$ cat src/rtl/fddc_pkg.sv
// shared types, codes and constants for the floppy dma controller
`timescale 1ns / 1ps
package fddc_pkg;

  typedef enum logic [2:0] {
    ACT_PTR_HI   = 3'd0,
    ACT_PTR_LO   = 3'd1,
    ACT_SYNC     = 3'd2,
    ACT_CTRL     = 3'd3,
    ACT_LENGTH   = 3'd4,
    ACT_BYTE_RD  = 3'd5,
    ACT_DATA_RD  = 3'd6,
    ACT_GRANT    = 3'd7
  } action_t;

  typedef struct packed {
    logic [2:0]  action;
    logic [15:0] value;
    logic        media_ready;
    logic        track_has_sync;
    logic [15:0] disk_word;
    logic [31:0] tick_cycles;
    logic        is_tick;
  } cmd_item_t;

  typedef struct packed {
    logic [15:0] read_data;
    logic        ram_write;
    logic [31:0] ram_address;
    logic [15:0] ram_data;
    logic        irq_sync;
    logic        irq_block;
    logic        wants_service;
    logic [31:0] cycles_to_event;
  } rsp_item_t;

  localparam int APB_ADDR_W = 3;
  localparam int APB_DATA_W = 32;
  localparam int FAKE_W     = 24;

  localparam logic REG_SYNC_IRQ_EN = 1'b0;
  localparam logic REG_FAKE_CYCLES = 1'b1;

  localparam logic [15:0]     SYNC_RESET      = 16'h4489;
  localparam logic [FAKE_W-1:0] FAKE_RESET    = 24'd4096;
  localparam logic [15:0]     STAT_WORDSYNC   = 16'h1000;
  localparam logic [15:0]     STAT_DMAON      = 16'h4000;
  localparam int              CTRL_WORDSYNC_BIT = 10;

endpackage

$ cat src/rtl/fddc_if.sv
// valid/ready channel interfaces for command and response transfers
`timescale 1ns / 1ps
interface fddc_cmd_if;
  logic                  valid;
  logic                  ready;
  fddc_pkg::cmd_item_t   data;
  modport source (output valid, output data, input ready);
  modport sink   (input valid, input data, output ready);
endinterface

interface fddc_rsp_if;
  logic                  valid;
  logic                  ready;
  fddc_pkg::rsp_item_t   data;
  modport source (output valid, output data, input ready);
  modport sink   (input valid, input data, output ready);
endinterface

$ cat src/rtl/floppy_disk_dma_controller_top.sv
// floppy read-dma controller with sync word detection, top level
//
//  channel | dir | handshake            | payload
//  cmd     | in  | valid/ready          | action, value, media/sync flags, word, tick
//  rsp     | out | valid/ready          | read data, ram write, irqs, service, countdown
//  apb     | in  | psel/penable/pready  | sync irq enable, fake dma cycles
//
// one command per cycle; each transfer is decoded against the register state in
// the cycle it is accepted and its response lands in the output register
// reset (rst, synchronous) clears state, sync word to 0x4489, fake count to 4096
// a held response stalls cmd only when rsp.ready is low and the register is full
`timescale 1ns / 1ps
module floppy_disk_dma_controller_top (
  input  logic                                clk,
  input  logic                                rst,
  fddc_cmd_if.sink                            cmd,
  fddc_rsp_if.source                          rsp,
  input  logic                                psel,
  input  logic                                penable,
  input  logic                                pwrite,
  input  logic [fddc_pkg::APB_ADDR_W-1:0]     paddr,
  input  logic [fddc_pkg::APB_DATA_W-1:0]     pwdata,
  output logic [fddc_pkg::APB_DATA_W-1:0]     prdata,
  output logic                                pready
);
  import fddc_pkg::*;

  logic              sync_irq_enable;
  logic [FAKE_W-1:0] fake_dma_cycles;

  logic [31:0]       disk_pointer, disk_pointer_next;
  logic [15:0]       sync_word, sync_word_next;
  logic [14:0]       control_bits, control_bits_next;
  logic [15:0]       data_latch, data_latch_next;
  logic [8:0]        byte_latch, byte_latch_next;
  logic              dma_run, dma_run_next;
  logic              dma_primed, dma_primed_next;
  logic              wr_dir, wr_dir_next;
  logic              sync_found, sync_found_next;
  logic              sync_irq_taken, sync_irq_taken_next;
  logic [FAKE_W-1:0] countdown, countdown_next;
  logic [31:0]       transfer_base, transfer_base_next;
  logic [14:0]       bytes_total, bytes_total_next;
  logic [14:0]       bytes_done, bytes_done_next;

  logic              rsp_valid;
  rsp_item_t         rsp_data, rsp_data_next;
  logic              cmd_fire;
  logic              apb_write;

  function automatic logic [1:0] sync_try(input logic seen, input logic wsync,
                                          input logic fired, input logic en);
    logic [1:0] r;
    r = {fired, 1'b0};
    if (seen && wsync && !fired) begin
      r = {1'b1, en};
    end
    return r;
  endfunction

  assign pready    = 1'b1;
  assign apb_write = psel && penable && pwrite;
  assign prdata    = (paddr[2] == REG_FAKE_CYCLES) ?
                     {{(APB_DATA_W-FAKE_W){1'b0}}, fake_dma_cycles} :
                     {{(APB_DATA_W-1){1'b0}}, sync_irq_enable};

  always_ff @(posedge clk) begin
    if (rst) begin
      sync_irq_enable <= 1'b1;
      fake_dma_cycles <= FAKE_RESET;
    end else if (apb_write) begin
      case (paddr[2])
        REG_SYNC_IRQ_EN: sync_irq_enable <= pwdata[0];
        REG_FAKE_CYCLES: fake_dma_cycles <= pwdata[FAKE_W-1:0];
        default:         sync_irq_enable <= sync_irq_enable;
      endcase
    end
  end

  assign cmd.ready = !rsp_valid || rsp.ready;
  assign cmd_fire  = cmd.valid && cmd.ready;
  assign rsp.valid = rsp_valid;
  assign rsp.data  = rsp_data;

  always_comb begin
    logic [1:0]  t;
    logic        irq_s;
    logic        irq_b;
    logic [15:0] rd;
    logic        ramw;
    logic [31:0] addr;
    logic [15:0] rdata;
    logic [14:0] mask;
    logic        wsync;
    logic [13:0] words;

    disk_pointer_next   = disk_pointer;
    sync_word_next      = sync_word;
    control_bits_next   = control_bits;
    data_latch_next     = data_latch;
    byte_latch_next     = byte_latch;
    dma_run_next        = dma_run;
    dma_primed_next     = dma_primed;
    wr_dir_next         = wr_dir;
    sync_found_next     = sync_found;
    sync_irq_taken_next = sync_irq_taken;
    countdown_next      = countdown;
    transfer_base_next  = transfer_base;
    bytes_total_next    = bytes_total;
    bytes_done_next     = bytes_done;
    irq_s = 1'b0;
    irq_b = 1'b0;
    rd    = '0;
    ramw  = 1'b0;
    addr  = '0;
    rdata = '0;
    t     = '0;
    mask  = cmd.data.value[14:0];
    words = cmd.data.value[13:0];
    wsync = control_bits[CTRL_WORDSYNC_BIT];

    if (cmd.data.is_tick) begin
      if (dma_run && bytes_total == '0 && countdown != '0) begin
        if ({{(32-FAKE_W){1'b0}}, countdown} > cmd.data.tick_cycles) begin
          countdown_next = countdown - cmd.data.tick_cycles[FAKE_W-1:0];
        end else begin
          countdown_next      = '0;
          dma_run_next        = 1'b0;
          dma_primed_next     = 1'b0;
          sync_found_next     = 1'b0;
          sync_irq_taken_next = 1'b0;
          irq_b               = 1'b1;
        end
      end
    end else begin
      case (action_t'(cmd.data.action))
        ACT_PTR_HI: disk_pointer_next = {cmd.data.value, disk_pointer[15:0]};
        ACT_PTR_LO: disk_pointer_next = {disk_pointer[31:16], cmd.data.value};
        ACT_SYNC: begin
          sync_word_next = cmd.data.value;
          t = sync_try(sync_found, control_bits[CTRL_WORDSYNC_BIT], 1'b0,
                       sync_irq_enable);
          sync_irq_taken_next = t[1];
          irq_s = t[0];
        end
        ACT_CTRL: begin
          if (cmd.data.value[15]) begin
            control_bits_next = control_bits | mask;
          end else begin
            control_bits_next = control_bits & ~mask;
          end
          t = sync_try(sync_found, control_bits_next[CTRL_WORDSYNC_BIT],
                       sync_irq_taken, sync_irq_enable);
          sync_irq_taken_next = t[1];
          irq_s = t[0];
        end
        ACT_LENGTH: begin
          if (!cmd.data.value[15]) begin
            dma_run_next        = 1'b0;
            dma_primed_next     = 1'b0;
            countdown_next      = '0;
            sync_found_next     = 1'b0;
            sync_irq_taken_next = 1'b0;
            byte_latch_next     = '0;
          end else if (!dma_primed) begin
            dma_primed_next = 1'b1;
          end else begin
            wr_dir_next         = cmd.data.value[14];
            dma_run_next        = 1'b1;
            dma_primed_next     = 1'b0;
            sync_found_next     = 1'b0;
            sync_irq_taken_next = 1'b0;
            byte_latch_next     = '0;
            countdown_next      = '0;
            data_latch_next     = '0;
            transfer_base_next  = disk_pointer;
            bytes_total_next    = '0;
            bytes_done_next     = '0;
            if (!cmd.data.value[14] && words != '0) begin
              if (!cmd.data.media_ready) begin
                countdown_next = fake_dma_cycles;
              end else begin
                if (cmd.data.track_has_sync) begin
                  byte_latch_next = {1'b1, sync_word[7:0]};
                  data_latch_next = sync_word;
                  sync_found_next = 1'b1;
                end
                t = sync_try(sync_found_next, control_bits[CTRL_WORDSYNC_BIT], 1'b0,
                             sync_irq_enable);
                sync_irq_taken_next = t[1];
                irq_s = t[0];
                bytes_total_next = {words, 1'b0};
              end
            end
          end
        end
        ACT_BYTE_RD: begin
          rd = {byte_latch[8], 7'b0, byte_latch[7:0]};
          if (sync_found) begin
            rd = rd | STAT_WORDSYNC;
          end
          if (dma_run) begin
            rd = rd | STAT_DMAON;
          end
          byte_latch_next = {1'b0, byte_latch[7:0]};
        end
        ACT_DATA_RD: rd = data_latch;
        ACT_GRANT: begin
          if (dma_run && !wr_dir && bytes_done < bytes_total) begin
            ramw  = 1'b1;
            addr  = transfer_base + {17'b0, bytes_done};
            rdata = cmd.data.disk_word;
            byte_latch_next = {1'b1, cmd.data.disk_word[7:0]};
            data_latch_next = cmd.data.disk_word;
            if (cmd.data.disk_word == sync_word) begin
              sync_found_next = 1'b1;
              t = sync_try(1'b1, wsync, sync_irq_taken, sync_irq_enable);
              sync_irq_taken_next = t[1];
              irq_s = t[0];
            end
            bytes_done_next = bytes_done + 15'd2;
            if (bytes_done_next >= bytes_total) begin
              if (sync_found_next) begin
                t = sync_try(1'b1, wsync, 1'b0, sync_irq_enable);
                irq_s = irq_s | t[0];
              end
              dma_run_next        = 1'b0;
              dma_primed_next     = 1'b0;
              sync_found_next     = 1'b0;
              sync_irq_taken_next = 1'b0;
              disk_pointer_next   = transfer_base + {17'b0, bytes_total};
              irq_b               = 1'b1;
            end
          end
        end
        default: rd = '0;
      endcase
    end

    rsp_data_next.read_data     = rd;
    rsp_data_next.ram_write     = ramw;
    rsp_data_next.ram_address   = addr;
    rsp_data_next.ram_data      = rdata;
    rsp_data_next.irq_sync      = irq_s;
    rsp_data_next.irq_block     = irq_b;
    rsp_data_next.wants_service = dma_run_next && !wr_dir_next &&
                                  (bytes_done_next < bytes_total_next);
    rsp_data_next.cycles_to_event = '1;
    if (dma_run_next && countdown_next != '0 && bytes_total_next == '0) begin
      rsp_data_next.cycles_to_event = {{(32-FAKE_W){1'b0}}, countdown_next};
    end
  end

  always_ff @(posedge clk) begin
    if (rst) begin
      disk_pointer   <= '0;
      sync_word      <= SYNC_RESET;
      control_bits   <= '0;
      data_latch     <= '0;
      byte_latch     <= '0;
      dma_run        <= 1'b0;
      dma_primed     <= 1'b0;
      wr_dir         <= 1'b0;
      sync_found     <= 1'b0;
      sync_irq_taken <= 1'b0;
      countdown      <= '0;
      transfer_base  <= '0;
      bytes_total    <= '0;
      bytes_done     <= '0;
      rsp_valid      <= 1'b0;
    end else begin
      if (cmd_fire) begin
        disk_pointer   <= disk_pointer_next;
        sync_word      <= sync_word_next;
        control_bits   <= control_bits_next;
        data_latch     <= data_latch_next;
        byte_latch     <= byte_latch_next;
        dma_run        <= dma_run_next;
        dma_primed     <= dma_primed_next;
        wr_dir         <= wr_dir_next;
        sync_found     <= sync_found_next;
        sync_irq_taken <= sync_irq_taken_next;
        countdown      <= countdown_next;
        transfer_base  <= transfer_base_next;
        bytes_total    <= bytes_total_next;
        bytes_done     <= bytes_done_next;
        rsp_valid      <= 1'b1;
      end else if (rsp.ready) begin
        rsp_valid <= 1'b0;
      end
    end
  end

  always_ff @(posedge clk) begin
    if (cmd_fire) begin
      rsp_data <= rsp_data_next;
    end
  end

endmodule

$ cat src/flat_wrapper.sv
// flat-port wrapper written by rule: the top's interface ports become plain ports
module floppy_disk_dma_controller_top_flat import fddc_pkg::*;
  (clk, rst, psel, penable, pwrite, paddr, pwdata, prdata, pready, cmd_valid, cmd_data, cmd_ready, rsp_valid, rsp_data, rsp_ready);
  fddc_cmd_if cmd_i ();
  fddc_rsp_if rsp_i ();
  input  logic clk;
  input  logic rst;
  input  logic psel;
  input  logic penable;
  input  logic pwrite;
  input  logic [fddc_pkg::APB_ADDR_W-1:0] paddr;
  input  logic [fddc_pkg::APB_DATA_W-1:0] pwdata;
  output logic [fddc_pkg::APB_DATA_W-1:0] prdata;
  output logic pready;
  input wire logic [$bits(cmd_i.valid)-1:0] cmd_valid;
  input wire logic [$bits(cmd_i.data)-1:0] cmd_data;
  output wire logic [$bits(cmd_i.ready)-1:0] cmd_ready;
  output wire logic [$bits(rsp_i.valid)-1:0] rsp_valid;
  output wire logic [$bits(rsp_i.data)-1:0] rsp_data;
  input wire logic [$bits(rsp_i.ready)-1:0] rsp_ready;
  assign cmd_i.valid = cmd_valid;
  assign cmd_i.data = cmd_data;
  assign cmd_ready = cmd_i.ready;
  assign rsp_valid = rsp_i.valid;
  assign rsp_data = rsp_i.data;
  assign rsp_i.ready = rsp_ready;
  floppy_disk_dma_controller_top u_core (.clk(clk), .rst(rst), .cmd(cmd_i), .rsp(rsp_i), .psel(psel), .penable(penable), .pwrite(pwrite), .paddr(paddr), .pwdata(pwdata), .prdata(prdata), .pready(pready));
endmodule
$ cat config.mk
export PLATFORM = sky130hd
export DESIGN_NAME = floppy_disk_dma_controller_top_flat
export DESIGN_NICKNAME = d
export VERILOG_FILES = /design/src/rtl/fddc_pkg.sv /design/src/rtl/fddc_if.sv /design/src/rtl/floppy_disk_dma_controller_top.sv /design/src/flat_wrapper.sv
export SDC_FILE = /design/constraint.sdc
export NUM_CORES = 1
export LEC_CHECK = 0
export BUFFER_PORTS_ARGS = -buffer_cell sky130_fd_sc_hd__buf_2
export CORE_ASPECT_RATIO = 0.8
export CORE_MARGIN = 4
export CORE_UTILIZATION = 38
export CTS_BUF_LIST = sky130_fd_sc_hd__clkbuf_4 sky130_fd_sc_hd__clkbuf_8 sky130_fd_sc_hd__clkbuf_16
export CTS_CLUSTER_SIZE = 8
export DETAILED_ROUTE_END_ITERATION = 8
export GPL_TIMING_DRIVEN = 0
export HOLD_SLACK_MARGIN = 0.06
export SLEW_MARGIN = 20
export SYNTH_ARGS = -nofsm -noshare
export SYNTH_HDL_FRONTEND = slang
export SYNTH_SLANG_ARGS = --single-unit
$ cat constraint.sdc
create_clock -name clk -period 9.1 [get_ports clk]
set_input_delay 0.455 -clock clk [delete_from_list [all_inputs] [get_ports clk]]
set_output_delay 0.455 -clock clk [all_outputs]
set_load 0.02 [all_outputs]
After elaboration in Yosys (flattened, before gate mapping) --
Cells that the tools add are included.
Storage, ports and cells: register bits after elaboration 305, input bits 112, output and inout port bits 135, logic and storage cells 242
Cells by class: add/sub/neg operators 4, magnitude comparators 4, equality and inequality tests 21, muxes and demuxes 123, bitwise gates (word level) 11, reduce and logical (&&, ||, !) cells 51
Operators by type and width (count):
- $mux 24 | 9
- $mux 15 | 14
- $mux 16 | 6
- $mux 32 | 3
- $pmux 32 s3 | 1
- $mux 1 | 70
- $add 32x15->32 | 2
- $pmux 16 s2 | 2
- $mux 9 | 6
- $reduce_bool 24->1 | 2
- $reduce_and 6->1 | 6
- $gt 24x32->1 | 1
- $logic_not 15->1 | 2
- $lt 15x15->1 | 2
- $pmux 15 s2 | 1
- $pmux 9 s3 | 1
- $sub 24x24->24 | 1
- $logic_and 1x1->1 | 17
- $eq 16x16->1 | 1
- $add 15x2->15 const B | 1
- $and 15x15->15 | 1
- $ge 15x15->1 | 1
- $not 15->15 | 1
- $or 15x15->15 | 1
- 27 further kinds | 62

Depth between registers and ports, before layout --
depth after elaboration 16, depth in mapped cells 20, gate-level depth less buffers 19

Least setup slack after synthesis --
No wires, ideal clock.
kind input-to-reg, start point input rsp_ready, end point register u_core.rsp.data[0] (netlist name), setup time 0.494 ns, arrival time 3.751 ns, path slack 4.855 ns, cell stages on the path 4, buffers on the path 1, path through nand2b_1 nand2_1 inv_2 clkbuf_1
On the way: word-level cells in the longest chain between the ends 2
Ends and longest elaborated chain:
- start, declared | line flat_wrapper.sv:20 | input wire logic [$bits(rsp_i.ready)-1:0] rsp_ready;
- $logic_or 1x1->1 | line floppy_disk_dma_controller_top.sv:80 | assign cmd.ready = !rsp_valid || rsp.ready;
- $logic_and 1x1->1 | line floppy_disk_dma_controller_top.sv:81 | assign cmd_fire = cmd.valid && cmd.ready;
- named net u_core.cmd_fire | line floppy_disk_dma_controller_top.sv:48 | logic cmd_fire;
The timed path passes the listed nets, and every way through them passes these cells. A chain may end at the register's enable or synchronous reset.

==> run summary <==
Worst setup EP type: flip-flop
I/O pins: 247
Fin area: 0.0204 mm2
TritonRoute pass-1 iters: 5
Final Max Tran Viols: 0
Mapped Cells: 2056
Vias: 17208
Cell mode on critical path: a21o_1
Total CTS buffers: 41
Max transition margin: 0.223
Root buffer cell: clkbuf_16
Clk_lat worst skew: 0.55 ns
Hold Fails Final Rpt: 0
Post-DP HPWL: 52600 um
Worst EP arrival: 5.98 ns
Worst Path Max Fanout: 10
Clock slew at reported path FFs: 0.06 ns
Cell variety after synth: 77
Post-synth EDFFs: 93
FF+latch count, synth: 284
Slowest-stage cell, CP: clkbuf_1
Cell family contributing the most delay on the critical path: compound AO/OA/AOI/OAI gates
Worst slack, placed: 3.43 ns
Crit path launch type: flip-flop
Core area: 0.0445 mm2
Final worst-path cycle share: 0.628
Setup TNS: 0 ns
Worst Path Required: 9.37 ns
Fraction of registers with async set/reset: 0
Chip width: 246 um
Post-route ant nets: 0
DP Area: 0.0191 mm2
Commonest cells post-synth: 270 x nand2_1, 206 x nor2_1, 191 x dfxtp_1, 181 x a21oi_1, 102 x clkbuf_1
Gp weighted congestion: 0.977
Grt total ovfl: 0
Post-CTS Setup Inserts: 0
Initial DRC Count: 2009
Bufs and invs on worst path: 3
Crit-path cells: inv_1 -> ha_1 -> nand3_1 -> a211oi_1 -> o221ai_1 -> a21o_1 -> and3_1 -> nand3_1 -> clkbuf_1 -> clkbuf_1 -> o21ai_0 -> ha_1 -> a21o_1 -> a211oi_1 -> o21bai_1 -> a21o_1 -> a21oi_1 -> o21ai_0 -> a311oi_1
Hold WC Path Type: in2reg
Post-layout util: 0.459
Post-CTS sizing: 0
Yosys Warn Count: 0
Die footprint: 0.0487 mm2
WP depth: 19
Rows: 69
CTS tree: built
Max IR drop VDD: 140 uV
Post-CTS Hold Buffers: 0
CP endpoint: u_core.rsp.data[32]
Most frequently used flop master after synthesis: dfxtp_1
Placed insts: 2890
Clk_skew: 0.0148 ns
# nets final: 2543
Fmax: 175 MHz
Die Y: 198 um
Largest net degree at the start of global routing: 51
Actual slew at the worst max-slew pin: 1.15 ns
Initial antenna violation count: 2
R2R Setup Slk: 3.39 ns
Fraction of layout cells with a size suffix above 1: 0.145
R2r endpoint: u_core.rsp.data[32]
R2R depth: 19
Final setup fails: 0
Crit path kind: reg2reg
Final Non-Filler Cells: 2962
Crit. Startpoint: u_core.bytes_total[12]
Share of the synthesized area in the top cell type: 0.223
Leak: 8.19 nW
First-pass GRT wire length: 99800 um
Post-DR wirelength/cell: 22.8 um
Critical path's largest stage delay: 0.77 ns
Leading cell types by total area after synthesis: dfxtp_1 22%, edfxtp_1 16%, ha_1 7.1%
CTS sink cnt: 284
Global Route Usage Sum: 0.268
Reg-to-Reg Start: u_core.bytes_total[12]
Initial Util: 0.385
Worst setup margin: 3.39 ns
Register area share after synthesis: 0.385
Area leader, netlist: dfxtp_1
Most frequent cell after synthesis: nand2_1
Run status: finished clean
WL final: 67500 um
RSZ-0062 raised after global routing: no
Max cap viols: 0
Minimum clock period: 5.71 ns
Vias in the first global route: 16224
Final hold slack: 0.128 ns
Post-route DRC: 0
Synthesized area: 0.0172 mm2
Pwr/cell area: 168 mW/mm2
Area delta synth->final: 19.0%
Htree depth: 2
FILL cells: 4526
Syn Area/Cell: 8.35 um2
Vias per std cell: 5.81
I/O Buffers: 221
Clk buf depth: 3
Overall Power: 3.43 mW
[power by group]
| part | internal, mW | total [mW] | switching [mW] |
|---|---|---|---|
| clock | 0.954 | 1.53 | 0.571 |
| sequential | 1.35 | 1.40 | 0.0413 |
| combinational | 0.170 | 0.511 | 0.341 |
[state kept, by name, indices dropped and copies added, names as in the netlist]
signal,count
u_core.rsp.data,93
u_core.disk_pointer,32
u_core.transfer_base,32
u_core.countdown,24
u_core.fake_dma_cycles,24
u_core.data_latch,16
u_core.sync_word,16
u_core.bytes_done,15
u_core.bytes_total,15
u_core.byte_latch,9
u_core.control_bits,1
u_core.dma_primed,1
u_core.dma_run,1
u_core.rsp.valid,1
u_core.sync_found,1
u_core.sync_irq_enable,1
u_core.sync_irq_taken,1
u_core.wr_dir,1
[routing by layer]
layer,GRT usage,part of all wire,up-vias,routed length [um]
met5,0,0,-,0
met4,0.0754,0.027,0,1820
met3,0.0754,0.11,128,7450
met2,0.373,0.39,886,26600
met1,0.403,0.47,8201,31600
li1,-,-,7993,-
[cell usage in the layout, fill, tap and decap left out, types with 7 or more instances in the layout]
master / instances
a22o_1: 31
or4_1: 9
nor2b_1: 14
and2_1: 54
clkbuf_1: 101
o21a_1: 16
ha_1: 98
nor4_1: 18
a21o_1: 26
clkbuf_4: 25
inv_1: 79
buf_4: 18
nand3b_1: 8
buf_1: 7
buf_2: 225
a211oi_1: 53
and3_1: 31
xnor2_1: 35
or3_1: 13
a22oi_1: 31
edfxtp_1: 93
a31oi_1: 15
clkbuf_16: 43
nor3_1: 75
xor2_1: 54
o211ai_1: 12
nand3_1: 47
nand2b_1: 19
conb_1: 9
o21ai_0: 66
a21oi_1: 181
nand4_1: 18
nand2_1: 270
a211o_1: 7
dfxtp_1: 191
a221oi_1: 46
nor2_1: 206
[logic make-up after synthesis]
logic type	share of synthesized area
fa+ha+maj	0.0749
xor+xnor	0.0454
buf+inv	0.0528
compound gates	0.214
other cells	0.000437
simple gates	0.222
mux	0.00554
flops	0.385
[worst min-delay path, delay by kind of cell]
family                 cells  cell delay (ns)
buffers and inverters      1             0.08
AND/OR/NAND/NOR            2             0.11
[final cells by class]
cell class | count | area [um2] | area share
Clock buffer | 69 | 1280 | 0.0628
Timing Repair Buffer | 224 | 1160 | 0.0568
Multi-Input combinational cell | 1564 | 9690 | 0.474
Tap cell | 603 | 754 | 0.0369
Antenna cell | 2 | 5.00 | 0.000245
Inverter | 81 | 304 | 0.0149
Clock inverter | 1 | 8.76 | 0.000429
Buffer | 134 | 606 | 0.0296
Sequential cell | 284 | 6620 | 0.324
[how the worst min path moves through the flow]
stage,from,end,slack (ns),cells after the start
2_1_floorplan,u_core.disk_pointer[0],u_core.transfer_base[0],0.43,2
3_3_place_gp,u_core.disk_pointer[13],u_core.transfer_base[13],0.44,2
3_5_place_dp,u_core.disk_pointer[14],u_core.transfer_base[14],0.45,2
4_1_cts,pwdata[12],u_core.fake_dma_cycles[12],0.12,3
5_1_grt,pwdata[12],u_core.fake_dma_cycles[12],0.15,3
6_report,pwdata[12],u_core.fake_dma_cycles[12],0.13,3
No activity file was read; power rests on OpenSTA's default activity.
